## config.mk

```make
export PLATFORM = sky130hd
export DESIGN_NAME = bit_field_extract_insert_unit
export DESIGN_NICKNAME = d
export VERILOG_FILES = /design/src/hdl/bfei_pkg.sv /design/src/hdl/bit_field_extract_insert_unit.sv /design/src/hdl/bfei_decode.sv /design/src/hdl/bfei_shift.sv /design/src/hdl/bfei_merge.sv
export SDC_FILE = /design/constraint.sdc
export NUM_CORES = 1
export LEC_CHECK = 0
export BUFFER_PORTS_ARGS = -buffer_cell sky130_fd_sc_hd__buf_2
export CORE_UTILIZATION = 40
export CTS_BUF_LIST = sky130_fd_sc_hd__clkbuf_8
export DETAILED_ROUTE_END_ITERATION = 7
export HOLD_SLACK_MARGIN = 0.15
export PLACE_DENSITY_LB_ADDON = 0.08
export SLEW_MARGIN = 20
export SYNTH_ARGS = -nofsm -noshare
export SYNTH_HDL_FRONTEND = slang
export SYNTH_SLANG_ARGS = --single-unit
```

## constraint.sdc

```tcl
create_clock -name clk_i -period 20.4 [get_ports clk_i]
set_clock_uncertainty 0.2 [all_clocks]
set_input_delay 2.04 -clock clk_i [delete_from_list [all_inputs] [get_ports clk_i]]
set_output_delay 2.04 -clock clk_i [all_outputs]
set_load 0.05 [all_outputs]
```

## src/hdl/bfei_pkg.sv

```systemverilog
`timescale 1ns / 1ps

package bfei_pkg;

  localparam int unsigned WORD_W = 64;
  localparam int unsigned HALF_W = 32;
  localparam int unsigned IDX_W  = 7;   // holds a bit count from 0 to WORD_W
  localparam int unsigned POS_W  = 6;   // bit index inside a word
  localparam int unsigned ARG_W  = 32;  // width of position and length
  localparam int unsigned KIND_W = 3;

  typedef enum logic [KIND_W-1:0] {
    KIND_EXT_U32 = 3'd0,
    KIND_EXT_U64 = 3'd1,
    KIND_EXT_S32 = 3'd2,
    KIND_EXT_S64 = 3'd3,
    KIND_INS32   = 3'd4,
    KIND_INS64   = 3'd5
  } kind_e;

  typedef enum logic [1:0] {
    OP_EXT_U = 2'd0,
    OP_EXT_S = 2'd1,
    OP_INS   = 2'd2,
    OP_NONE  = 2'd3
  } op_e;

  // Decode stage output
  typedef struct packed {
    op_e                op;
    logic               is64;
    logic               pos_big;   // position at or past the word width
    logic               len_zero;
    logic               sign_w;    // top bit of the word
    logic [POS_W-1:0]   pos;
    logic [IDX_W-1:0]   flen;      // field length clipped to the word top
    logic [IDX_W-1:0]   fend;      // pos + flen
    logic [WORD_W-1:0]  base;      // already cut to the word width
    logic [WORD_W-1:0]  ins;
  } dec_t;

  // Shift stage output
  typedef struct packed {
    op_e                op;
    logic               is64;
    logic               pos_big;
    logic               len_zero;
    logic               sign_w;
    logic [IDX_W-1:0]   flen;
    logic [WORD_W-1:0]  base;
    logic [WORD_W-1:0]  sh;        // base >> pos
    logic [WORD_W-1:0]  ins_sh;    // ins << pos
    logic [WORD_W-1:0]  fmask;     // low flen bits
    logic [WORD_W-1:0]  imask;     // bits pos .. pos+flen-1
  } shf_t;

  function automatic logic [WORD_W-1:0] low_bits(input logic [IDX_W-1:0] n);
    logic [WORD_W-1:0] m;
    for (int i = 0; i < WORD_W; i++) begin
      m[i] = (IDX_W'(i) < n);
    end
    return m;
  endfunction

endpackage

```

## src/hdl/bit_field_extract_insert_unit.sv

```systemverilog
`timescale 1ns / 1ps

// Bit-field extract/insert unit. Each input word selects one of six
// operations in tuser (unsigned or signed extract, or insert, at 32 or 64
// bits) and yields exactly one 64-bit result word; 32-bit kinds return their
// value in bits 31:0 with bits 63:32 zero. The unit takes one word per clock
// while the output is not stalled and hands the result out through its
// register stages: decode and field clipping, the barrel shifters with mask
// build, and the final merge into the output register. Each stage holds its
// word on a stall and fills bubbles ahead of it, so input is still taken
// while a result waits at the output, as long as some stage is empty.

module bit_field_extract_insert_unit
  import bfei_pkg::*;
(
  input  logic          clk_i,
  input  logic          rst_ni,
  input  logic          s_axis_tvalid_i,
  output logic          s_axis_tready_o,
  // tdata: base_word[63:0], insert_value[127:64], position[159:128],
  //        length[191:160]
  input  logic [191:0]  s_axis_tdata_i,
  // tuser: kind[2:0]
  input  logic [2:0]    s_axis_tuser_i,
  output logic          m_axis_tvalid_o,
  input  logic          m_axis_tready_i,
  // tdata: result_word[63:0]
  output logic [63:0]   m_axis_tdata_o
);

  logic dec_valid;
  logic dec_ready;
  dec_t dec;
  logic shf_valid;
  logic shf_ready;
  shf_t shf;

  bfei_decode u_decode (
    .clk_i   (clk_i),
    .rst_ni  (rst_ni),
    .valid_i (s_axis_tvalid_i),
    .ready_o (s_axis_tready_o),
    .kind_i  (s_axis_tuser_i),
    .base_i  (s_axis_tdata_i[63:0]),
    .ins_i   (s_axis_tdata_i[127:64]),
    .pos_i   (s_axis_tdata_i[159:128]),
    .len_i   (s_axis_tdata_i[191:160]),
    .valid_o (dec_valid),
    .ready_i (dec_ready),
    .dec_o   (dec)
  );

  bfei_shift u_shift (
    .clk_i   (clk_i),
    .rst_ni  (rst_ni),
    .valid_i (dec_valid),
    .ready_o (dec_ready),
    .dec_i   (dec),
    .valid_o (shf_valid),
    .ready_i (shf_ready),
    .shf_o   (shf)
  );

  bfei_merge u_merge (
    .clk_i    (clk_i),
    .rst_ni   (rst_ni),
    .valid_i  (shf_valid),
    .ready_o  (shf_ready),
    .shf_i    (shf),
    .valid_o  (m_axis_tvalid_o),
    .ready_i  (m_axis_tready_i),
    .result_o (m_axis_tdata_o)
  );

endmodule

```

## src/hdl/bfei_decode.sv

```systemverilog
`timescale 1ns / 1ps

module bfei_decode
  import bfei_pkg::*;
(
  input  logic              clk_i,
  input  logic              rst_ni,
  input  logic              valid_i,
  output logic              ready_o,
  input  logic [KIND_W-1:0] kind_i,
  input  logic [WORD_W-1:0] base_i,
  input  logic [WORD_W-1:0] ins_i,
  input  logic [ARG_W-1:0]  pos_i,
  input  logic [ARG_W-1:0]  len_i,
  output logic              valid_o,
  input  logic              ready_i,
  output dec_t              dec_o
);

  logic             valid_q;
  dec_t             dec_q;
  dec_t             dec_d;
  logic [ARG_W-1:0] len_eff;
  logic [IDX_W-1:0] room;

  always_comb begin
    dec_d = '0;
    case (kind_e'(kind_i))
      KIND_EXT_U32: begin dec_d.op = OP_EXT_U; dec_d.is64 = 1'b0; end
      KIND_EXT_U64: begin dec_d.op = OP_EXT_U; dec_d.is64 = 1'b1; end
      KIND_EXT_S32: begin dec_d.op = OP_EXT_S; dec_d.is64 = 1'b0; end
      KIND_EXT_S64: begin dec_d.op = OP_EXT_S; dec_d.is64 = 1'b1; end
      KIND_INS32:   begin dec_d.op = OP_INS;   dec_d.is64 = 1'b0; end
      KIND_INS64:   begin dec_d.op = OP_INS;   dec_d.is64 = 1'b1; end
      default:      begin dec_d.op = OP_NONE;  dec_d.is64 = 1'b0; end
    endcase

    // 32-bit kinds look at the low byte of position and length only
    if (dec_d.is64) begin
      dec_d.pos_big = |pos_i[ARG_W-1:POS_W];
      dec_d.pos     = pos_i[POS_W-1:0];
      len_eff       = len_i;
      room          = IDX_W'(WORD_W) - {1'b0, pos_i[POS_W-1:0]};
      dec_d.base    = base_i;
      dec_d.sign_w  = base_i[WORD_W-1];
    end else begin
      dec_d.pos_big = |pos_i[7:POS_W-1];
      dec_d.pos     = {1'b0, pos_i[POS_W-2:0]};
      len_eff       = {{(ARG_W-8){1'b0}}, len_i[7:0]};
      room          = IDX_W'(HALF_W) - {2'b00, pos_i[POS_W-2:0]};
      dec_d.base    = {{HALF_W{1'b0}}, base_i[HALF_W-1:0]};
      dec_d.sign_w  = base_i[HALF_W-1];
    end

    dec_d.len_zero = (len_eff == '0);
    // clip the field at the top of the word
    dec_d.flen = (len_eff >= {{(ARG_W-IDX_W){1'b0}}, room}) ? room : len_eff[IDX_W-1:0];
    dec_d.fend = {1'b0, dec_d.pos} + dec_d.flen;
    dec_d.ins  = ins_i;
  end

  assign ready_o = !valid_q || ready_i;

  always_ff @(posedge clk_i or negedge rst_ni) begin
    if (!rst_ni) begin
      valid_q <= 1'b0;
    end else if (ready_o) begin
      valid_q <= valid_i;
    end
  end

  always_ff @(posedge clk_i) begin
    if (ready_o && valid_i) begin
      dec_q <= dec_d;
    end
  end

  assign valid_o = valid_q;
  assign dec_o   = dec_q;

endmodule

```

## src/hdl/bfei_shift.sv

```systemverilog
`timescale 1ns / 1ps

module bfei_shift
  import bfei_pkg::*;
(
  input  logic clk_i,
  input  logic rst_ni,
  input  logic valid_i,
  output logic ready_o,
  input  dec_t dec_i,
  output logic valid_o,
  input  logic ready_i,
  output shf_t shf_o
);

  logic valid_q;
  shf_t shf_q;
  shf_t shf_d;

  always_comb begin
    shf_d.op       = dec_i.op;
    shf_d.is64     = dec_i.is64;
    shf_d.pos_big  = dec_i.pos_big;
    shf_d.len_zero = dec_i.len_zero;
    shf_d.sign_w   = dec_i.sign_w;
    shf_d.flen     = dec_i.flen;
    shf_d.base     = dec_i.base;
    shf_d.sh       = dec_i.base >> dec_i.pos;
    shf_d.ins_sh   = dec_i.ins << dec_i.pos;
    shf_d.fmask    = low_bits(dec_i.flen);
    shf_d.imask    = low_bits(dec_i.fend) & ~low_bits({1'b0, dec_i.pos});
  end

  assign ready_o = !valid_q || ready_i;

  always_ff @(posedge clk_i or negedge rst_ni) begin
    if (!rst_ni) begin
      valid_q <= 1'b0;
    end else if (ready_o) begin
      valid_q <= valid_i;
    end
  end

  always_ff @(posedge clk_i) begin
    if (ready_o && valid_i) begin
      shf_q <= shf_d;
    end
  end

  assign valid_o = valid_q;
  assign shf_o   = shf_q;

endmodule

```

## src/hdl/bfei_merge.sv

```systemverilog
`timescale 1ns / 1ps

module bfei_merge
  import bfei_pkg::*;
(
  input  logic              clk_i,
  input  logic              rst_ni,
  input  logic              valid_i,
  output logic              ready_o,
  input  shf_t              shf_i,
  output logic              valid_o,
  input  logic              ready_i,
  output logic [WORD_W-1:0] result_o
);

  logic              valid_q;
  logic [WORD_W-1:0] result_q;
  logic [WORD_W-1:0] result_d;
  logic [WORD_W-1:0] wmask;
  logic [IDX_W-1:0]  top;
  logic              sign;

  always_comb begin
    wmask = shf_i.is64 ? {WORD_W{1'b1}} : {{HALF_W{1'b0}}, {HALF_W{1'b1}}};
    top   = shf_i.flen - IDX_W'(1);
    sign  = (shf_i.flen != '0) && shf_i.sh[top[POS_W-1:0]];
    case (shf_i.op)
      OP_EXT_U: begin
        result_d = shf_i.pos_big ? '0 : (shf_i.sh & shf_i.fmask);
      end
      OP_EXT_S: begin
        if (shf_i.len_zero) begin
          result_d = '0;
        end else if (shf_i.pos_big) begin
          result_d = {WORD_W{shf_i.sign_w}} & wmask;
        end else begin
          // sign-extend from the top bit of the clipped field
          result_d = ((shf_i.sh & shf_i.fmask) | (~shf_i.fmask & {WORD_W{sign}})) & wmask;
        end
      end
      OP_INS: begin
        result_d = shf_i.pos_big ? shf_i.base
                 : ((shf_i.base & ~shf_i.imask) | (shf_i.ins_sh & shf_i.imask));
      end
      default: begin
        result_d = '0;
      end
    endcase
  end

  assign ready_o = !valid_q || ready_i;

  always_ff @(posedge clk_i or negedge rst_ni) begin
    if (!rst_ni) begin
      valid_q <= 1'b0;
    end else if (ready_o) begin
      valid_q <= valid_i;
    end
  end

  always_ff @(posedge clk_i) begin
    if (ready_o && valid_i) begin
      result_q <= result_d;
    end
  end

  assign valid_o  = valid_q;
  assign result_o = result_q;

endmodule

```

After elaboration in Yosys (flattened, before gate mapping)
Cells that the tools add are included.
{ "op_classes": {"reduce_logical": 16, "n_shift": 2, "eq_ne": 7, "addsub": 4, "order_cmp": 193, "n_bitwise": 12, "muxes": 14} }
{ "op_table": {"columns": ["cell", "count"], "rows": [
  ["64-bit AND", 7],
  ["6-bit by 7-bit < comparator with 1-bit output, first input constant", 64],
  ["64-bit 2-to-1 mux", 5],
  ["5-bit by 7-bit < comparator with 1-bit output, first input constant", 32],
  ["64-bit case mux with 3 select lines", 1],
  ["6-bit < comparator, first input constant", 31],
  ["64-bit NOT", 2],
  ["64-bit bitwise OR", 2],
  ["4-bit by 7-bit < comparator with 1-bit output, first input constant", 16],
  ["5-bit by 6-bit < comparator with 1-bit output, first input constant", 16],
  ["63-bit NOT with 64-bit output", 1],
  ["64-bit by 6-bit << shifter with 64-bit output", 1],
  ["64-bit by 6-bit >> shifter with 64-bit output", 1],
  ["3-bit by 7-bit < comparator with 1-bit output, first input constant", 8],
  ["4-bit by 6-bit < comparator with 1-bit output, first input constant", 8],
  ["32-bit by 7-bit greater-or-equal comparator with 1-bit output", 1],
  ["32-bit zero test", 1],
  ["32-bit 2-to-1 mux", 1],
  ["1-bit by 7-bit < comparator with 1-bit output, first input constant", 4],
  ["2-bit by 7-bit < comparator with 1-bit output, first input constant", 4],
  ["26-bit OR reduction", 1],
  ["3-bit by 6-bit < comparator with 1-bit output, first input constant", 4],
  ["7-bit 2-to-1 mux", 3],
  ["3-bit case mux with 6 select lines", 1],
  ["other kinds (21)", 33]
]} }
{ "word_totals": {"wordCells": 274, "regBits": 554, "out_inout_bits": 66, "in_bits": 199} }

Longest topological paths before layout
Gate-level depths: netlist of run 1.
{ "logic_depth": {"word_depth": 10, "ltp_mapped": 18, "depth_no_buf": 17} }

By module
From an unflattened synthesis of run 1, not the netlist that was laid out.
{ "hier_totals": {"hier_cells": 2613, "area_unflattened_um2": 31761.7} }
{ "modules_own_cells": {"columns": ["mod", "instances", "cells_each", "area_per_inst_um2", "seq_area_each_um2"], "rows": [
  ["bfei_shift", 1, 1817, 20603.5, 9994.6],
  ["bfei_decode", 1, 293, 5645.4, 4649.5],
  ["bfei_merge", 1, 503, 5512.8, 1946.9]
]} }

Worst setup path before layout of run 1
No wires, ideal clock.
{ "synth_timing": {"path_kind": "in2reg", "startpoint": "in m_axis_tready_i", "endpoint": "reg u_shift.shf_q, in the netlist u_shift.shf_o[0], enable pin", "setup_time_ns": 0.736, "slack_ns": 9.827, "arrival_ns": 9.637, "n_path_buf": 0, "stages": 3, "path_cell_list": "nor2b_1 nand2_1 and2_1"} }
{ "synth_via": {"elab_chain_cells": 3} }
{ "synth_lines": {"columns": ["element", "line", "text"], "rows": [
  ["start, declared", "bit_field_extract_insert_unit.sv:26", "input logic m_axis_tready_i,"],
  ["1-bit logical OR", "bfei_merge.sv:51", "assign ready_o = !valid_q || ready_i;"],
  ["1-bit logical OR", "bfei_shift.sv:34", "assign ready_o = !valid_q || ready_i;"],
  ["1-bit logical AND", "bfei_shift.sv:45", "if (ready_o && valid_i) begin"],
  ["end signal, assigned", "bfei_shift.sv:46", "shf_q <= shf_d;"],
  ["end, declared", "bfei_shift.sv:17", "shf_t shf_q;"]
]} }
Every way passes these cells.
A chain may end at the register's enable or synchronous reset.

==> impl_metrics.yaml, run 1 <==
outcome:
  status: "complete, no violations"
die:
  die_w_um: 277
  die_h_um: 277
  rows: 100
  die_area_um2: 76800
  num_io_pins: 265
  initial_core_util_pct: 40.6
  core_um2: 74700
timing:
  hold_viol: 0
  rsz0062_at_grt: "no"
  min_period_ns: 5.52
  post-route-period-util_pct: 27.1
  maxSlewViolCount: 0
  fin_tns_setup_ns: 0
  setup_violations: 0
  worst_pin_slew_ns: 1.33
  maxSlewHeadroom_pct: 8.80
  max_freq_ghz: 0.181
cts:
  postCtsHoldBufs: 0
  cts_setup_buffers: 0
  clk_pin_slew_worst_paths_ns: 0.06
  ctsRootBufferMaster: "clkbuf_8"
  clkLatencyLatePin_ns: 0.71
  cts_sinks: 553
  cts-resized-gates: 0
  cts_buffer_depth: 3
  cts_buffers: 96
  htree_levels: 3
  cts_tree: "built"
logic_synthesis:
  syn_nets: 2667
  async_reset_ff_share_pct: 0.542
  synth_compound_area_share_pct: 12.7
  synth-simple-area-share_pct: 11.0
  synth.ff_latch_count: 553
  synth-edff-count: 550
  synth-xor-area-share_pct: 0.483
  synth_top_area_cell: "edfxtp_1"
  syn_area_um2: 30300
  yosys.area_share.adder_pct: 0.768
  synth_ff_type: "edfxtp_1"
  synthMuxAreaShare_pct: 16.9
  netlist.area_leader.share_pct: 54.5
  synth_cell_types: 68
  synth_cells: 2450
  synth_seq_area_share_pct: 54.8
  synth_area_leaders: "edfxtp_1 (55%), mux4_2 (9.4%), mux2i_1 (5.7%)"
  synth_top_family_by_area: "multiplexers"
  yosysWarnings: 0
  avgSynthCellArea_um2: 12.4
critical_path:
  max_stage_delay_ns: 0.40
  slowest_stage: "fa_1"
  crit_chain: "buf_2, a21boi_4, buf_4, nor2b_1, xor2_1, ha_1, a21o_1, a21oi_1, o211a_1, o21ai_0, ha_1, fa_1, a21o_1, a21oi_1, o21bai_1, a21oi_1, xnor2_1"
  end_kind: "flip-flop"
  path_common_cell: "a21oi_1"
  arrival_ns: 5.76
  required_ns: 20.64
  reg2reg_depth: 10
  path_max_fanout: 39
  path_class: "in -> reg"
  start_kind: "input port"
global_routing:
  grt_max_degree: 137
  track_usage_pct: 29.3
  grt_pass1_vias: 21900
  grt_first_pass_wirelength_um: 160000
  antenna_found_initial: 5
  overflow: 0
placement:
  portBuffers: 264
  place_hpwl_um: 86100
  gp_congestion: 0.927
worst_hold_path:
  hold_path.class: "reg -> reg"
  whs_path_depth: 0
power:
  design_power_total_uw: 3200
  pwr-share-comb_pct: 22.5
  power.internal_uw: 2150
  power.share.switching_pct: 32.7
  p_clk_share_pct: 30.5
  vdd_drop_max_uv: 45.7
  powerDensity_nw_per_um2: 93.7
  p_leak_uw: 0.0124
  seqPwrFrac_pct: 47.1
  p_sw_uw: 1040
layout:
  syn_to_final_growth_pct: 12.5
  multi_input_area_um2: 12700
  fillers: 6904
  num-nets-final: 2877
  regArea_um2: 16600
  utilization_pct: 45.6
  drive_gt1_share_pct: 25.2
route:
  dr.pass1.iters: 6
  vias_per_cell: 5.99
  wl_per_cell_um: 30.6
  first_iter_violations: 2416
  num_vias: 22200
  drt_wl_total_um: 114000
  drtAntennaViolNets: 0
  drcViolationCount: 0
job:
  max_cap_viol_count: 0
-- layer usage --
metal  vias to the layer above  track usage, %  wire length (um)
met2                       985            48.4             54600
met1                     11200            38.4             46800
li1                       9817               -                 -
met3                       218            4.00              6750
met5                         -               0                 0
met4                         0            12.8              5400
-- stage by stage --
step | area [um^2] | hold WS (ns) | worst slack (ns) | cells
floorplan | 30300 | 0.200 | 9.83 | 2450
global placement | 32300 | 0.205 | 14.22 | 3531
detailed placement | 32300 | 0.205 | 14.19 | 3531
CTS | 34100 | 0.218 | 14.93 | 3702
global route | 34100 | 0.242 | 14.59 | 3704
finish | 34100 | 0.221 | 14.88 | 3704
-- registers in the layout (all words and copies together), names as in the netlist --
signal,count
u_merge.result_o,64
u_decode.valid_o,1
u_decode.dec_o,154
u_shift.valid_o,1
u_merge.valid_o,1
u_shift.shf_o,332
-- synthesized netlist by cell type, types with 6 or more instances --
cell      instances
edfxtp_1        550
nand2_1         275
nor2_1          200
a21oi_1         185
mux2i_1         172
mux4_2          127
clkbuf_1        115
nor2b_1          79
o21ai_0          75
o22a_1           64
o21ai_2          60
and2_1           51
mux2_2           46
a211oi_1         43
buf_1            34
o22ai_1          34
nor3_1           33
a31oi_1          24
a221oi_1         23
buf_2            23
inv_1            20
ha_1             17
and3_1           16
buf_6            16
o21bai_1         16
nor4_1           15
nand3_1          14
a21o_1           13
nand2b_1         12
buf_4             9
a311oi_1          8
xor2_1            7
a22oi_1           6
or2_2             6
xnor2_1           6
-- final timing paths --
check | from | endpoint | slack (ns)
setup / recovery | s_axis_tuser_i[2] | u_decode.dec_o[134] | 14.88
min in group asynchronous | rst_ni | u_decode.valid_o | 0.92
setup reg to reg | u_shift.shf_o[320] | u_merge.result_o[41] | 15.98
max in group asynchronous | rst_ni | u_merge.valid_o | 18.97
hold / removal | u_decode.dec_o[150] | u_shift.shf_o[329] | 0.22
hold reg to reg | u_decode.dec_o[150] | u_shift.shf_o[329] | 0.22
-- worst max-delay path, delay by kind of cell --
kind / cells / cell delay (ns)
compound gates: 9 / 1.73
xor+xnor: 2 / 0.31
simple gates: 1 / 0.24
buf+inv: 2 / 0.49
fa+ha+maj: 3 / 0.92
-- layout make-up --
cell class,count,area share (%)
clock inverter,74,1.33
clock buffer,97,3.92
antenna,2,0.0147
sequential,553,48.7
inverter,23,0.268
timing repair buffer,310,4.92
multi-input combinational,1676,37.3
tap,969,3.56
-- logic make-up after synthesis --
family	Yosys count
simple gates	720
fa+ha+maj	18
compound gates	577
flops	553
xor+xnor	15
buf+inv	221
mux	346
-- power groups by stage --
| stage | clock network (uW) | registers [uW] | logic (uW) |
|---|---|---|---|
| 3_3_place_gp | 0 | 1530 | 711 |
| 6_report | 973 | 1500 | 718 |
| 3_5_place_dp | 0 | 1530 | 710 |
| 4_1_cts | 1000 | 1500 | 713 |
| 5_1_grt | 1040 | 1510 | 753 |
| 2_1_floorplan | 0 | 1550 | 414 |
-- cell usage in the layout (no fill, tap or decap), drive strengths merged, types with 3 or more instances in the layout --
cell type / instances
nand2b: 12
mux2i: 172
a211oi: 43
and2: 52
inv: 54
mux4: 128
xnor2: 7
nor4: 15
a21oi: 185
o211ai: 4
nor2: 200
xor2: 8
bufinv: 5
nor2b: 79
o21bai: 16
a21o: 13
a22oi: 6
or2: 6
o22ai: 34
and3b: 3
nand2: 275
a31oi: 24
ha: 17
a221oi: 23
and3: 16
clkinv: 36
dfrtp: 3
mux2: 46
nor3: 34
o22a: 64
a311oi: 8
nand3: 16
a2111oi: 4
o21ai: 137
edfxtp: 550
o21a: 3
buf: 310
o2bb2ai: 3
clkbuf: 97
No activity file was read; power rests on OpenSTA's default activity.
==> run 2, diff against run 1 <==
- ABC_AREA: default -> 1
- clock period: 20.4 -> 4.7 ns (I/O delays scaled with it)
==> run 2 against run 1 <==
Count of clock-buffer cells in the layout decreased by 1. Power increased to 5.2 times the previous value. Via count increased by 29%. Combinational power increased to 6.6 times the previous value. Global-route usage increased by 4.6 points. Critical endpoint is now u_decode.dec_o[133]. Cell count increased by 37%. Highest routed layer is now met5. Critical path depth increased by 7. First-iteration DRC count increased by 54%. Worst hold slack got worse by 0.0098 ns. Non-clock buffer count increased by 181. Sequential cell count unchanged. Die area increased by 1.4%.
==> impl_metrics.yaml, run 2 <==
outcome:
  status: "complete, no violations"
logic_synthesis:
  yosysMostFrequentCell: "nand2_1"
  synth_ff_type: "edfxtp_1"
  synth_area_leaders: "edfxtp_1 (54%), nand2_1 (14%), nand3_1 (3.8%)"
  synth_top_family_by_area: "simple AND/OR/NAND/NOR gates"
  synth_seq_area_share_pct: 54.0
  synth_compound_area_share_pct: 13.7
  synth-xor-area-share_pct: 0.228
  synth-edff-count: 550
  syn_nets: 3799
  synth.ff_latch_count: 553
  synth_cells: 3582
  async_reset_ff_share_pct: 0.542
  yosys.area_share.adder_pct: 0.757
  synth_cell_types: 54
  yosysWarnings: 0
  synth_top_cells_by_count: "nand2_1 (1,170), edfxtp_1 (550), inv_1 (271), nand3_1 (234), a21oi_1 (203)"
  synthMuxAreaShare_pct: 1.21
  synth_top_area_cell: "edfxtp_1"
  syn_area_um2: 30700
  netlist.area_leader.share_pct: 53.7
  avgSynthCellArea_um2: 8.58
  synth-simple-area-share_pct: 23.2
job:
  max_cap_viol_count: 0
cts:
  cts_buffers: 96
  ctsRootBufferMaster: "clkbuf_8"
  clk_pin_slew_worst_paths_ns: 0.06
  cts_buffer_depth: 3
  htree_levels: 3
  cts_tree: "built"
  cts_setup_buffers: 0
  cts_sinks: 553
  postCtsHoldBufs: 154
  cts-resized-gates: 0
  clkLatencyLatePin_ns: 0.72
placement:
  portBuffers: 264
  place_ws_ns: 0.235
  gp_congestion: 1.02
  placedCellCount: 4730
  place_hpwl_um: 99700
die:
  die_h_um: 279
  die_area_um2: 77900
  core_um2: 75900
  initial_core_util_pct: 40.5
  num_io_pins: 265
  rows: 101
  die_w_um: 279
route:
  vias_per_cell: 5.65
  wl_per_cell_um: 26.3
  num_vias: 28600
  dr.pass1.iters: 6
  drt_wl_total_um: 133000
  drcViolationCount: 0
  drtAntennaViolNets: 0
  first_iter_violations: 3715
layout:
  layout_commonest_cell: "nand2_1"
  regArea_um2: 16600
  utilization_pct: 47.9
  drive_gt1_share_pct: 12.7
  largest_reg_flops: 332
  multi_input_area_um2: 12100
  num-nets-final: 4169
  final_cell_mix: "nand2_1 (1,169), edfxtp_1 (550), inv_1 (287), buf_2 (264), nand3_1 (232)"
  syn_to_final_growth_pct: 18.3
  stdcell_count: 5062
  fillers: 7438
power:
  pwr-share-comb_pct: 28.9
  power.internal_uw: 10000
  p_sw_uw: 6460
  vdd_drop_max_uv: 284
  p_leak_uw: 0.0151
  p_clk_share_pct: 26.1
  seqPwrFrac_pct: 45.0
  power.share.switching_pct: 39.2
  powerDensity_nw_per_um2: 453
timing:
  setup_ws_ns: 0.398
  post-route-period-util_pct: 91.5
  setup_violations: 0
  min_period_ns: 4.30
  max_freq_ghz: 0.232
  worst_pin_slew_ns: 1.15
  rsz0062_at_grt: "no"
  hold_viol: 0
  maxSlewViolCount: 0
  whs_ns: 0.211
  maxSlewHeadroom_pct: 23.0
critical_path:
  end_kind: "flip-flop"
  path_class: "in -> reg"
  arrival_ns: 4.56
  path_max_fanout: 7
  start_kind: "input port"
  required_ns: 4.96
global_routing:
  track_usage_pct: 33.9
  overflow: 0
  grt_pass1_vias: 26600
  grt_max_degree: 128
  grt_first_pass_wirelength_um: 188000
  antenna_found_initial: 17
worst_hold_path:
  hold_path.class: "in -> reg"
[run 2: cell count changes in the layout (fill, tap and decap cells not counted), sizes merged, moves of 135 or more]
cell         change
mux2i          -135
nand2          +897
inv            +252
nand3          +219
o21ai          +203
dlygate4sd3    +154
[run 2: worst paths after layout]
kind / startpoint / endpoint / slack (ns) / cells after the start
max in group asynchronous: rst_ni / u_merge.valid_o / 3.71 / 3
setup reg to reg: u_shift.shf_o[320] / u_merge.result_o[26] / 1.20 / 14
hold reg to reg: u_decode.dec_o[152] / u_shift.shf_o[331] / 0.21 / 0
hold / removal: s_axis_tuser_i[0] / u_decode.dec_o[141] / 0.21 / 5
min in group asynchronous: rst_ni / u_shift.valid_o / 0.43 / 3
setup / recovery: s_axis_tuser_i[2] / u_decode.dec_o[133] / 0.40 / 24
[run 2: layout make-up]
class	instances	area share (%)
Antenna cell	4	0.0275
Tap cell	1030	3.54
Clock buffer	96	3.63
Sequential cell	553	45.6
Inverter	290	3.04
Multi-Input combinational cell	2520	33.1
Clock inverter	78	1.33
Timing Repair Buffer	491	9.65
[run 2: kinds of logic (layout without fill, tap and decap cells)]
family | after synthesis | count (layout)
XOR/XNOR | 8 | 8
other | 0 | 4
flip-flops | 553 | 553
AND/OR/NAND/NOR | 1711 | 1711
adder cells (fa/ha/maj) | 18 | 18
AO/OA/AOI/OAI | 746 | 746
multiplexers | 37 | 37
buffers and inverters | 509 | 955
[run 2: power by group through the flow]
stage / registers, uW / logic [uW] / clock network [uW]
finish: 7410 / 4760 / 4290
floorplan: 7640 / 2520 / 0
global placement: 7470 / 4580 / 0
detailed placement: 7460 / 4570 / 0
CTS: 7370 / 4690 / 4360
global route: 7440 / 5110 / 4560
[run 2: critical path: stages]
cell and delay (ns):
dlygate4sd3_1 0.53, buf_2 0.12, nand2_1 0.19, nand2_4 0.07
nor2_1 0.23, xor2_1 0.18, inv_1 0.08, ha_1 0.29
a21o_1 0.17, a211oi_1 0.21, nand2_1 0.07, nor2_1 0.09
nand3_1 0.18, inv_1 0.22, nand2_1 0.07, o21ai_1 0.16
ha_1 0.33, a21oi_1 0.15, inv_1 0.05, a31oi_1 0.25
nor2_1 0.06, o21ai_0 0.17, nand2_1 0.09, xor2_1 0.15
[run 2: metrics by stage]
step	power (uW)	instance area, um^2	TNS [ns]
floorplan	10200	30700	-576.74
global placement	12000	33000	0
detailed placement	12000	33000	0
CTS	16400	36400	0
global route	17100	36400	0
finish	16500	36400	0
[run 2: routing by layer]
layer | GRT usage [%] | routed length [um] | part of all wire [%] | vias up
met5 | 0 | 27 | 0.020 | -
met4 | 12.9 | 5500 | 4.1 | 4
met3 | 4.62 | 11200 | 8.4 | 238
met2 | 52.1 | 59400 | 45 | 1475
met1 | 48.3 | 57200 | 43 | 13700
li1 | - | - | - | 13200
